[src/hdl/cme_pkg.sv]
package cme_pkg;

  typedef struct packed {
    logic        kind;
    logic [7:0]  fmt_byte;
    logic [11:0] dest_col;
    logic [11:0] dest_line;
  } in_req_t;

  typedef struct packed {
    logic [7:0] out_byte;
    logic       last_of_run;
    logic       format_error;
  } out_rsp_t;

  localparam logic KIND_START = 1'b0;

  localparam logic [7:0] CH_NUL     = 8'h00;
  localparam logic [7:0] CH_PERCENT = 8'h25;
  localparam logic [7:0] CH_PLUS    = 8'h2B;
  localparam logic [7:0] CH_GT      = 8'h3E;
  localparam logic [7:0] CH_TWO     = 8'h32;
  localparam logic [7:0] CH_THREE   = 8'h33;
  localparam logic [7:0] CH_DEC     = 8'h64;
  localparam logic [7:0] CH_REV     = 8'h72;
  localparam logic [7:0] CH_INC     = 8'h69;
  localparam logic [7:0] CH_XOR     = 8'h6E;
  localparam logic [7:0] CH_BCD     = 8'h42;
  localparam logic [7:0] CH_DELTA   = 8'h44;

  localparam logic [15:0] XOR_MASK   = 16'h0060;
  localparam logic [7:0]  DIGIT_BASE = 8'h30;

  // reciprocals: v/10 = (v*52429)>>19, v/100 = (v*83887)>>23, r/10 = (r*205)>>11
  localparam logic [16:0] RECIP_10  = 17'd52429;
  localparam logic [16:0] RECIP_100 = 17'd83887;
  localparam logic [7:0]  RECIP_10S = 8'd205;

  typedef enum logic [5:0] {
    PH_NORMAL = 6'b000001,
    PH_ESC    = 6'b000010,
    PH_PLUS   = 6'b000100,
    PH_GT_CMP = 6'b001000,
    PH_GT_ADD = 6'b010000,
    PH_DONE   = 6'b100000
  } phase_e;

  typedef enum logic [2:0] {
    OP_LIT  = 3'd0,
    OP_ERR  = 3'd1,
    OP_DEC  = 3'd2,
    OP_DIG2 = 3'd3,
    OP_DIG3 = 3'd4
  } op_e;

  typedef struct packed {
    op_e         op;
    logic [7:0]  lit_byte;
    logic [15:0] value;
  } cmd_t;

  localparam int unsigned QDEPTH = 2;

endpackage

[src/hdl/cme_front.sv]
module cme_front import cme_pkg::*; (
  input  logic    clk_i,
  input  logic    rst_ni,
  input  logic    in_valid_i,
  output logic    in_stall_o,
  input  in_req_t in_req_i,
  input  logic    q_full_i,
  output logic    push_o,
  output cmd_t    push_cmd_o
);

  phase_e      phase_q, phase_d;
  logic [15:0] cur_q, cur_d;
  logic        oncol_q, oncol_d;
  logic [15:0] col_q, col_d;
  logic [15:0] line_q, line_d;
  logic [7:0]  cmp_q, cmp_d;

  logic        acc;
  logic [7:0]  b;
  logic [32:0] div_prod;
  logic [12:0] q10;
  logic [15:0] rem16;
  logic [15:0] bcd_val;
  logic [15:0] other_val;

  assign in_stall_o = q_full_i;
  assign acc        = in_valid_i & ~q_full_i;
  assign b          = in_req_i.fmt_byte;

  assign div_prod  = {17'b0, cur_q} * {16'b0, RECIP_10};
  assign q10       = div_prod[31:19];
  assign rem16     = cur_q - {3'b0, q10} * 16'd10;
  assign bcd_val   = {q10[11:0], 4'b0} + {12'b0, rem16[3:0]};
  // value selected after a toggle
  assign other_val = oncol_q ? line_q : col_q;

  always_comb begin
    phase_d    = phase_q;
    cur_d      = cur_q;
    oncol_d    = oncol_q;
    col_d      = col_q;
    line_d     = line_q;
    cmp_d      = cmp_q;
    push_o     = 1'b0;
    push_cmd_o = '{op: OP_LIT, lit_byte: b, value: cur_q};
    if (acc) begin
      if (in_req_i.kind == KIND_START) begin
        col_d   = {4'b0, in_req_i.dest_col};
        line_d  = {4'b0, in_req_i.dest_line};
        cur_d   = {4'b0, in_req_i.dest_line};
        oncol_d = 1'b0;
        phase_d = PH_NORMAL;
        cmp_d   = '0;
      end else begin
        case (phase_q)
          PH_NORMAL: begin
            if (b == CH_NUL) begin
              phase_d = PH_DONE;
            end else if (b == CH_PERCENT) begin
              phase_d = PH_ESC;
            end else begin
              push_o = 1'b1;
            end
          end
          PH_ESC: begin
            phase_d = PH_NORMAL;
            case (b)
              CH_DEC, CH_TWO, CH_THREE: begin
                push_o = 1'b1;
                push_cmd_o.op = (b == CH_DEC) ? OP_DEC : (b == CH_TWO) ? OP_DIG2 : OP_DIG3;
                oncol_d = ~oncol_q;
                cur_d   = other_val;
              end
              CH_PLUS:    phase_d = PH_PLUS;
              CH_GT:      phase_d = PH_GT_CMP;
              CH_REV: begin
                oncol_d = 1'b1;
                cur_d   = col_q;
              end
              CH_INC: begin
                col_d  = col_q + 16'd1;
                line_d = line_q + 16'd1;
                cur_d  = cur_q + 16'd1;
              end
              CH_XOR: begin
                col_d  = col_q ^ XOR_MASK;
                line_d = line_q ^ XOR_MASK;
                cur_d  = (oncol_q ? col_q : line_q) ^ XOR_MASK;
              end
              CH_BCD:   cur_d = bcd_val;
              CH_DELTA: cur_d = cur_q - {11'b0, cur_q[3:0], 1'b0};
              CH_PERCENT: begin
                push_o = 1'b1;
                push_cmd_o.lit_byte = CH_PERCENT;
              end
              default: begin
                push_o = 1'b1;
                push_cmd_o.op = OP_ERR;
                phase_d = PH_DONE;
              end
            endcase
          end
          PH_PLUS: begin
            push_o = 1'b1;
            push_cmd_o.lit_byte = cur_q[7:0] + b;
            oncol_d = ~oncol_q;
            cur_d   = other_val;
            phase_d = PH_NORMAL;
          end
          PH_GT_CMP: begin
            cmp_d   = b;
            phase_d = PH_GT_ADD;
          end
          PH_GT_ADD: begin
            if (cur_q > {8'b0, cmp_q}) begin
              cur_d = cur_q + {8'b0, b};
            end
            phase_d = PH_NORMAL;
          end
          default: ;
        endcase
      end
    end
  end

  always_ff @(posedge clk_i or negedge rst_ni) begin
    if (!rst_ni) begin
      phase_q <= PH_NORMAL;
      cur_q   <= '0;
      oncol_q <= 1'b0;
      col_q   <= '0;
      line_q  <= '0;
      cmp_q   <= '0;
    end else begin
      phase_q <= phase_d;
      cur_q   <= cur_d;
      oncol_q <= oncol_d;
      col_q   <= col_d;
      line_q  <= line_d;
      cmp_q   <= cmp_d;
    end
  end

endmodule

[src/hdl/cme_queue.sv]
module cme_queue import cme_pkg::*; (
  input  logic clk_i,
  input  logic rst_ni,
  input  logic push_i,
  input  cmd_t push_cmd_i,
  output logic full_o,
  output logic valid_o,
  output cmd_t cmd_o,
  input  logic pop_i
);

  localparam int unsigned PtrW = $clog2(QDEPTH);
  localparam int unsigned CntW = $clog2(QDEPTH + 1);

  cmd_t            mem_q [QDEPTH];
  logic [PtrW-1:0] wr_q, rd_q;
  logic [CntW-1:0] cnt_q;
  logic            do_push, do_pop;

  assign full_o  = (cnt_q == CntW'(QDEPTH));
  assign valid_o = (cnt_q != '0);
  assign cmd_o   = mem_q[rd_q];
  assign do_push = push_i & ~full_o;
  assign do_pop  = pop_i & valid_o;

  always_ff @(posedge clk_i) begin
    if (do_push) begin
      mem_q[wr_q] <= push_cmd_i;
    end
  end

  always_ff @(posedge clk_i or negedge rst_ni) begin
    if (!rst_ni) begin
      wr_q  <= '0;
      rd_q  <= '0;
      cnt_q <= '0;
    end else begin
      if (do_push) begin
        wr_q <= (wr_q == PtrW'(QDEPTH - 1)) ? '0 : wr_q + PtrW'(1);
      end
      if (do_pop) begin
        rd_q <= (rd_q == PtrW'(QDEPTH - 1)) ? '0 : rd_q + PtrW'(1);
      end
      if (do_push && !do_pop) begin
        cnt_q <= cnt_q + CntW'(1);
      end else if (do_pop && !do_push) begin
        cnt_q <= cnt_q - CntW'(1);
      end
    end
  end

endmodule

[src/hdl/cme_back.sv]
module cme_back import cme_pkg::*; (
  input  logic     clk_i,
  input  logic     rst_ni,
  input  logic     q_valid_i,
  input  cmd_t     q_cmd_i,
  output logic     q_pop_o,
  output logic     out_valid_o,
  input  logic     out_stall_i,
  output out_rsp_t out_rsp_o
);

  // stage 1: hundreds quotient
  logic        s1_valid_q;
  cmd_t        s1_cmd_q;
  logic [9:0]  s1_q100_q;
  logic [32:0] q100_prod;

  // stage 2: emitter
  logic        s2_valid_q;
  logic [7:0]  s2_b0_q, s2_b1_q, s2_b2_q;
  logic [1:0]  s2_cnt_q, s2_idx_q;
  logic        s2_err_q;

  logic        out_fire, s2_last, s2_free, s1_move, s1_free;
  logic [15:0] r16;
  logic [6:0]  r;
  logic [14:0] t_prod;
  logic [3:0]  tens, ones;
  logic [7:0]  q10_lo;
  logic [7:0]  hun_b, ten_b, one_b, two_b;
  logic [7:0]  b0_d, b1_d, b2_d;
  logic [1:0]  cnt_d;
  logic        err_d;

  assign q100_prod = {17'b0, q_cmd_i.value} * {16'b0, RECIP_100};

  assign out_fire = s2_valid_q & ~out_stall_i;
  assign s2_last  = (s2_idx_q == s2_cnt_q);
  assign s2_free  = ~s2_valid_q | (out_fire & s2_last);
  assign s1_move  = s1_valid_q & s2_free;
  assign s1_free  = ~s1_valid_q | s1_move;
  assign q_pop_o  = q_valid_i & s1_free;

  assign r16    = s1_cmd_q.value - {6'b0, s1_q100_q} * 16'd100;
  assign r      = r16[6:0];
  assign t_prod = {8'b0, r} * {7'b0, RECIP_10S};
  assign tens   = t_prod[14:11];
  assign ones   = 4'(r - {3'b0, tens} * 7'd10);
  assign q10_lo = 8'(s1_q100_q * 10'd10) + {4'b0, tens};
  assign hun_b  = s1_q100_q[7:0] | DIGIT_BASE;
  assign ten_b  = DIGIT_BASE | {4'b0, tens};
  assign one_b  = DIGIT_BASE | {4'b0, ones};
  assign two_b  = q10_lo | DIGIT_BASE;

  always_comb begin
    b0_d  = s1_cmd_q.lit_byte;
    b1_d  = one_b;
    b2_d  = one_b;
    cnt_d = 2'd0;
    err_d = 1'b0;
    case (s1_cmd_q.op)
      OP_LIT: ;
      OP_ERR: begin
        b0_d  = '0;
        err_d = 1'b1;
      end
      OP_DIG2: begin
        b0_d  = two_b;
        cnt_d = 2'd1;
      end
      OP_DIG3: begin
        b0_d  = hun_b;
        b1_d  = ten_b;
        cnt_d = 2'd2;
      end
      OP_DEC: begin
        if (s1_q100_q != '0) begin
          b0_d  = hun_b;
          b1_d  = ten_b;
          cnt_d = 2'd2;
        end else if (tens != '0) begin
          b0_d  = ten_b;
          cnt_d = 2'd1;
        end else begin
          b0_d  = one_b;
        end
      end
      default: ;
    endcase
  end

  always_ff @(posedge clk_i) begin
    if (q_pop_o) begin
      s1_cmd_q  <= q_cmd_i;
      s1_q100_q <= q100_prod[32:23];
    end
    if (s1_move) begin
      s2_b0_q  <= b0_d;
      s2_b1_q  <= b1_d;
      s2_b2_q  <= b2_d;
      s2_cnt_q <= cnt_d;
      s2_err_q <= err_d;
    end
  end

  always_ff @(posedge clk_i or negedge rst_ni) begin
    if (!rst_ni) begin
      s1_valid_q <= 1'b0;
      s2_valid_q <= 1'b0;
      s2_idx_q   <= '0;
    end else begin
      if (q_pop_o) begin
        s1_valid_q <= 1'b1;
      end else if (s1_move) begin
        s1_valid_q <= 1'b0;
      end
      if (s1_move) begin
        s2_valid_q <= 1'b1;
        s2_idx_q   <= '0;
      end else if (out_fire) begin
        if (s2_last) begin
          s2_valid_q <= 1'b0;
        end else begin
          s2_idx_q <= s2_idx_q + 2'd1;
        end
      end
    end
  end

  always_comb begin
    case (s2_idx_q)
      2'd0:    out_rsp_o.out_byte = s2_b0_q;
      2'd1:    out_rsp_o.out_byte = s2_b1_q;
      default: out_rsp_o.out_byte = s2_b2_q;
    endcase
    out_rsp_o.last_of_run  = s2_last;
    out_rsp_o.format_error = s2_err_q;
  end

  assign out_valid_o = s2_valid_q;

endmodule

[src/hdl/cursor_motion_format_expander.sv]
// Termcap cursor-motion expander. Send a start request with column and line,
// then the format string one byte per request. Requests are taken one per
// cycle while the 2-entry command queue has room; a format byte that yields
// output adds one command. The output side sends one byte per cycle while
// out_stall_i is low, so %d, %2 and %3 hold it for up to three bytes, the
// queue fills behind them and the input stalls. The first output byte is
// registered in the queue, quotient stage and emitter in turn. last_of_run
// marks a request's final byte; an unknown escape gives one byte 0 with
// format_error set and input is then dropped until the next start request.
module cursor_motion_format_expander import cme_pkg::*; (
  input  logic     clk_i,
  input  logic     rst_ni,
  input  logic     in_valid_i,
  output logic     in_stall_o,
  input  in_req_t  in_req_i,
  output logic     out_valid_o,
  input  logic     out_stall_i,
  output out_rsp_t out_rsp_o
);

  logic push, q_full, q_valid, q_pop;
  cmd_t push_cmd, q_cmd;

  cme_front u_front (
    .clk_i      (clk_i),
    .rst_ni     (rst_ni),
    .in_valid_i (in_valid_i),
    .in_stall_o (in_stall_o),
    .in_req_i   (in_req_i),
    .q_full_i   (q_full),
    .push_o     (push),
    .push_cmd_o (push_cmd)
  );

  cme_queue u_queue (
    .clk_i      (clk_i),
    .rst_ni     (rst_ni),
    .push_i     (push),
    .push_cmd_i (push_cmd),
    .full_o     (q_full),
    .valid_o    (q_valid),
    .cmd_o      (q_cmd),
    .pop_i      (q_pop)
  );

  cme_back u_back (
    .clk_i       (clk_i),
    .rst_ni      (rst_ni),
    .q_valid_i   (q_valid),
    .q_cmd_i     (q_cmd),
    .q_pop_o     (q_pop),
    .out_valid_o (out_valid_o),
    .out_stall_i (out_stall_i),
    .out_rsp_o   (out_rsp_o)
  );

endmodule
[config.mk]
export PLATFORM = sky130hd
export DESIGN_NAME = cursor_motion_format_expander
export DESIGN_NICKNAME = d
export VERILOG_FILES = /design/src/hdl/cme_pkg.sv /design/src/hdl/cme_front.sv /design/src/hdl/cme_queue.sv /design/src/hdl/cme_back.sv /design/src/hdl/cursor_motion_format_expander.sv
export SDC_FILE = /design/constraint.sdc
export NUM_CORES = 1
export LEC_CHECK = 0
export ABC_AREA = 0
export ABC_CLOCK_PERIOD_IN_PS = 6700
export BUFFER_PORTS_ARGS = -buffer_cell sky130_fd_sc_hd__buf_2
export CORE_MARGIN = 5
export CORE_UTILIZATION = 56
export DETAILED_ROUTE_END_ITERATION = 8
export GPL_ROUTABILITY_DRIVEN = 0
export PLACE_DENSITY_LB_ADDON = 0.2
export SYNTH_ARGS = -nofsm -noshare
export SYNTH_HDL_FRONTEND = slang
export SYNTH_SLANG_ARGS = --single-unit
[constraint.sdc]
create_clock -name clk_i -period 6.7 [get_ports clk_i]
set_input_delay 0.335 -clock clk_i [delete_from_list [all_inputs] [get_ports clk_i]]
set_output_delay 0.335 -clock clk_i [all_outputs]
set_load 0.005 [all_outputs]
# Word-level counts from Yosys, hierarchy flattened
# Memory sizes are Yosys's and may differ from the RTL's.
# Cells that the tools add are included.
dict set report word_totals {
  register_bits 122
  romBits 0
  memories 1
  latch_bits 0
  ram_bits 54
  wordCells 187
}
# name words word_bits rd rd_clocked_by_memory_dff wr line_no
set mem_list {}
lappend mem_list {u_queue.mem_q 2 27 1 0 1 cme_queue.sv:15} ;# cmd_t mem_q [QDEPTH];
dict set report classes {
  n_eq_ne 36
  magnitude_cmp 1
  n_mul 7
  div_mod_pow 0
  n_reduce_logical 26
  addsub 16
  shifts 0
  bitwise 17
  muxes 60
}
# op count
set ops {}
lappend ops {{2-to-1 mux 16 bit} 8}
lappend ops {{one-hot mux 16 bit (6 select lines)} 1}
lappend ops {{one-hot mux 16 bit (2 select lines)} 2}
lappend ops {{adder 16 x 1 -> 16 bit, second input constant} 3}
lappend ops {{== test 8 x 7 -> 1 bit, second input constant} 6}
lappend ops {{one-hot mux 16 bit (3 select lines)} 1}
lappend ops {{one-hot mux 8 bit (2 select lines)} 3}
lappend ops {{== test 8 x 6 -> 1 bit, second input constant} 5}
lappend ops {{multiplier 16 x 17 -> 33 bit, second input constant} 1}
lappend ops {{multiplier 16 x 16 -> 32 bit, second input constant} 1}
lappend ops {{2-to-1 mux 8 bit} 4}
lappend ops {{one-hot mux 8 bit (4 select lines)} 1}
lappend ops {{one-hot mux 6 bit (4 select lines)} 1}
lappend ops {{2-to-1 mux 11 bit} 2}
lappend ops {{2-to-1 mux 6 bit} 3}
lappend ops {{one-hot mux 6 bit (3 select lines)} 1}
lappend ops {{2-to-1 mux 1 bit} 17}
lappend ops {{adder 16 x 4 -> 16 bit} 1}
lappend ops {{adder 16 x 8 -> 16 bit} 1}
lappend ops {{greater-than comparator 16 x 8 -> 1 bit} 1}
lappend ops {{subtractor 16 x 5 -> 16 bit} 1}
lappend ops {{multiplier 7 x 8 -> 15 bit, second input constant} 1}
lappend ops {{multiplier 13 x 3 -> 3 bit, second input constant} 1}
lappend ops {{2-to-1 mux 2 bit} 6}
lappend ops {{other kinds (55)} 91}

# Longest topological paths before layout
dict set report depth {
  word_depth 11
  ltp_mapped 28
}

# Hierarchy
# Synthesis repeated with hierarchy kept, for this count alone.
dict set report hier_totals {
  cells_unflattened 2184
  area_unflattened_um2 21664.5
}
# mod cells_per_inst instances seq_area_each_um2 area_each_um2
set modules_own_cells {}
lappend modules_own_cells {cme_front 1288 1 1577.8 10911.7}
lappend modules_own_cells {cme_back 793 1 1511.4 8504.4}
lappend modules_own_cells {cme_queue 103 1 1721.7 2248.4}

# Worst setup path before layout
# Ideal clock, no wire load.
dict set report synth_path {
  kind {flip-flop to flip-flop}
  startpoint {register u_queue.rd_q}
  endpoint {register u_back.s1_q100_q[9], data pin}
  synth_period_minus_slack_ns 7.039
  path_stages_with_launch 22
  path_buffers 2
  t_arrival_ns 6.780
  slack_ns -0.339
  cell_sequence {dfrtp_1 buf_2 buf_1 mux2i_1 inv_1 fa_1 inv_1 fa_1 fa_1 fa_1 inv_1 fa_1 fa_1 ha_1 a211o_1 a2111o_1 a211oi_1 o221ai_1 a31oi_1 o31ai_1 a21oi_1 xnor2_1}
}
# element line_no
set synth_lines {}
lappend synth_lines {{start, declared} cme_queue.sv:16} ;# logic [PtrW-1:0] wr_q, rd_q;
lappend synth_lines {{start signal, assigned} cme_queue.sv:42} ;# rd_q <= (rd_q == PtrW'(QDEPTH - 1)) ? '0 : rd_q + PtrW'(1);
lappend synth_lines {{end signal, assigned} cme_back.sv:95} ;# s1_q100_q <= q100_prod[32:23];
lappend synth_lines {{end, declared} cme_back.sv:15} ;# logic [9:0] s1_q100_q;

# Worst setup path in the final report
dict set report layout_path {
  startpoint {register u_front.cur_q[8]}
  endpoint {register u_front.cur_q[2]}
}
dict set report layout_between {
  elab_chain_cells 7
  word_cells_on_any_way 10
}
# element line_no
set layout_lines {}
lappend layout_lines {{start, declared} cme_front.sv:13} ;# logic [15:0] cur_q, cur_d;
lappend layout_lines {{start signal, assigned} cme_front.sv:137} ;# cur_q <= cur_d;
lappend layout_lines {{multiplier 16 x 16 -> 32 bit} cme_front.sv:31} ;# assign div_prod = {17'b0, cur_q} * {16'b0, RECIP_10};
lappend layout_lines {{multiplier 13 x 3 -> 3 bit} cme_front.sv:33} ;# assign rem16 = cur_q - {3'b0, q10} * 16'd10;
lappend layout_lines {{subtractor 4 bit} cme_front.sv:33}
lappend layout_lines {{adder 16 x 4 -> 16 bit} cme_front.sv:34} ;# assign bcd_val = {q10[11:0], 4'b0} + {12'b0, rem16[3:0]};
lappend layout_lines {{one-hot mux 16 bit (6 select lines)} cme_front.sv:68} ;# case (b)
lappend layout_lines {{one-hot mux 16 bit (3 select lines)} cme_front.sv:56} ;# case (phase_q)
lappend layout_lines {{2-to-1 mux 16 bit} cme_front.sv:48} ;# if (in_req_i.kind == KIND_START) begin
# Several ways; a longest one is shown, not always the timed one.
# A chain may end at the register's enable or synchronous reset.

==> summary.txt <==
Logic synthesis
  – Synth top area share: 0.206
  – FF+latch count, synth: 172
  – Warnings, synthesis: 0
  – Gate Count Post-Synth: 2132
  – Syn_nets: 2707
  – Number of synthesized flops with an enable pin: 101
  – Count of cell types in the netlist: 84
  – Synth async-reset ratio: 0.413
  – Most frequent cells after synthesis: inv_1, ha_1, fa_1
  – Post-synth top area cell: ha_1
  – Synth Area per Inst: 9.85 µm²
  – Ys flop type: edfxtp_1
  – Most frequent cell after synthesis: inv_1
  – Ranking of synthesized cells by area: ha_1, fa_1, edfxtp_1
  – Post-synthesis sequential area ratio: 0.229
  – Netlist Area Pre-Place: 21000 µm²

STA
  – Setup Viol. Count Final: 0
  – Fin crit share: 0.976
  – Fmax: 153 MHz
  – Worst Max-Slew Pin Slew: 1020 ps
  – Setup TNS: 0 ps
  – Worst slew margin: 0.317
  – Fin. Hold Viols: 0
  – Fin Hold WS: 50.6 ps
  – Fin crit period: 6540 ps
  – RSZ-0062 raised after global routing: true
  – Final Skew: 17.2 ps
  – Final Slew Violations: 0

CTS
  – Clk slew on worst S/H paths: 80 ps
  – Root Buffer: clkbuf_16
  – CTS tree: done
  – Clk_lat worst skew: 440 ps
  – CTS max path bufs: 2
  – TritonCTS buffer count: 17
  – # H-tree levels: 4
  – CTS Sinks: 172

Setup path
  – Critical path fanouts, max: 4
  – Worst EP required: 6980 ps
  – Worst setup SP type: register
  – CP arrival: 6810 ps
  – Setup Crit Path Kind: register to register
  – Critical Path End Type: register

Final layout
  – # diodes: 0
  – Post-route cell area: 23800 µm²
  – Layout area overhead: 13.4%
  – Nets: 2864
  – Number of fill cells: 2927
  – Fraction of layout cells with a size suffix above 1: 0.158
  – Final cell count without fillers: 2776

Die
  – Core area: 37300 µm²
  – Horiz. Die Dim: 204 µm
  – Starting Density: 0.563
  – Ports: 49
  – Rows: 71
  – DIE AREA: 41500 µm²
  – Die height: 204 µm

Global routing
  – First-pass GRT wire length: 90.6 mm
  – Initial antenna violation count: 0
  – Remaining global-route overflow: 0
  – Largest net degree at the start of global routing: 72
  – Vias in the first global route: 17048
  – Total track usage: 0.275

Route
  – Vias per cell: 6.01
  – DR vias: 16676
  – Wire per inst: 20.6 µm
  – Starting DRT DRC Count: 1266
  – DRT antenna net count: 0
  – Drt drc: 0
  – Initial DRT Pass Iterations: 7
  – Final wirelength: 57.3 mm

Placed design
  – Placed insts: 2725
  – Post-DP Area: 22600 µm²
  – Port bufs: 48
  – DP Wirelength: 45.7 mm

Outcome
  – Outcome: complete, no violations

Run
  – Max cap viols: 0

Worst hold path
  – HP Class: input port to async pin
==> registers in the layout, summed over array words and instances, names as in the netlist, 2 cells and up <==
| name | flops |
|---|---|
| u_queue.mem_q | 54 |
| u_back.s1_cmd_q | 18 |
| u_front.col_q | 16 |
| u_front.cur_q | 16 |
| u_front.line_q | 16 |
| u_back.s1_q100_q | 10 |
| u_back.s2_b0_q | 8 |
| u_front.cmp_q | 8 |
| u_front.phase_q | 6 |
| u_back.s2_b1_q | 4 |
| u_back.s2_b2_q | 4 |
| u_back.s2_cnt_q | 2 |
| u_back.s2_idx_q | 2 |
| u_queue.cnt_q | 2 |
==> kinds of logic after synthesis <==
logic type,share of synthesized area
buffers and inverters,0.0833
AOI/OAI and AO/OA,0.126
DFF,0.229
adders and majority gates,0.390
xor gates and xnor gates,0.0367
and+or+nand+nor,0.106
muxes,0.0299
==> per-stage QoR <==
stage	util	worst slack, ps
6_report	0.638	163
5_1_grt	0.638	-37.0
4_1_cts	0.622	37.0
3_5_place_dp	0.605	-141
3_3_place_gp	0.605	5.08
2_1_floorplan	-	-15.3
==> placed cells by master (no fill, tap or decap), types with 25 or more instances in the layout <==
cell | Yosys | final
a21oi_1 | 76 | 71
ha_1 | 346 | 325
fa_1 | 192 | 185
mux2_2 | 30 | 29
nor3_1 | 44 | 44
a21o_1 | 27 | 27
inv_1 | 393 | 381
o21ai_0 | 76 | 76
edfxtp_1 | 101 | 101
xnor2_1 | 64 | 60
buf_2 | 9 | 47
nor2_1 | 101 | 100
nand2_1 | 125 | 124
dfrtp_1 | 70 | 65
buf_4 | 3 | 145
nand3_1 | 33 | 32
a211oi_1 | 29 | 25
==> critical path, cell delays in order (launching register included) <==
cell and delay (ps):
dfrtp_2 430, inv_4 100, ha_4 220, fa_1 540, inv_1 50, fa_1 440, fa_1 490, inv_1 60
fa_1 540, inv_1 60, fa_1 530, inv_1 40, ha_1 300, or3_1 360, a211o_1 250, o211a_1 140
nand2_2 130, inv_1 50, ha_1 190, fa_1 500, o22ai_2 90, a221o_1 290, a21oi_2 100, nor3_1 50
o41ai_1 310, o21ai_0 120
==> worst paths after layout <==
path                                          startpoint                             end  slack (ps)  cells past startpoint
max in group asynchronous                         rst_ni    u_front.cur_q[3]$_DFFE_PN0P_        5910                      1
min reg2reg                u_back.s1_valid_q$_DFFE_PN0P_  u_back.out_valid_o$_DFFE_PN0P_         500                      1
max reg2reg                 u_front.cur_q[8]$_DFFE_PN0P_    u_front.cur_q[2]$_DFFE_PN0P_         160                     25
min in group clk_i                          in_req_i[13]    u_front.col_q[1]$_DFFE_PN0P_         110                      3
max                         u_front.cur_q[8]$_DFFE_PN0P_    u_front.cur_q[2]$_DFFE_PN0P_         160                     25
min                                               rst_ni  u_back.out_valid_o$_DFFE_PN0P_          50                      1
==> per-layer routing <==
| layer | vias to the layer above | track usage | wire length, µm |
|---|---|---|---|
| met2 | 679 | 0.478 | 28200 |
| met5 | - | 0 | 0 |
| met4 | 0 | 0.115 | 2990 |
| li1 | 7708 | - | - |
| met3 | 215 | 0.0353 | 3460 |
| met1 | 8074 | 0.349 | 22600 |
==> final cells by class <==
| type | instances | area [µm²] | share of cell area |
|---|---|---|---|
| multi-input combinational | 1509 | 14900 | 0.626 |
| tap | 474 | 593 | 0.0249 |
| clock inverter | 15 | 191 | 0.00804 |
| clock buffer | 17 | 425 | 0.0179 |
| inverter | 393 | 1480 | 0.0621 |
| timing repair buffer | 196 | 1390 | 0.0584 |
| sequential | 172 | 4820 | 0.202 |
==> timing repair <==
item | 4_1_cts | 5_1_grt
endpoints found under the setup margin | 5 | 15
resized for setup | 12 | 79
pin swaps | 2 | 49
gates cloned | 0 | 1
buffers inserted | 1 | 17
hold buffers | 0 | 0
Power is left out: the tool's default activity adds up to more than one toggle a clock period on the data nets, which glitch-free logic cannot reach.
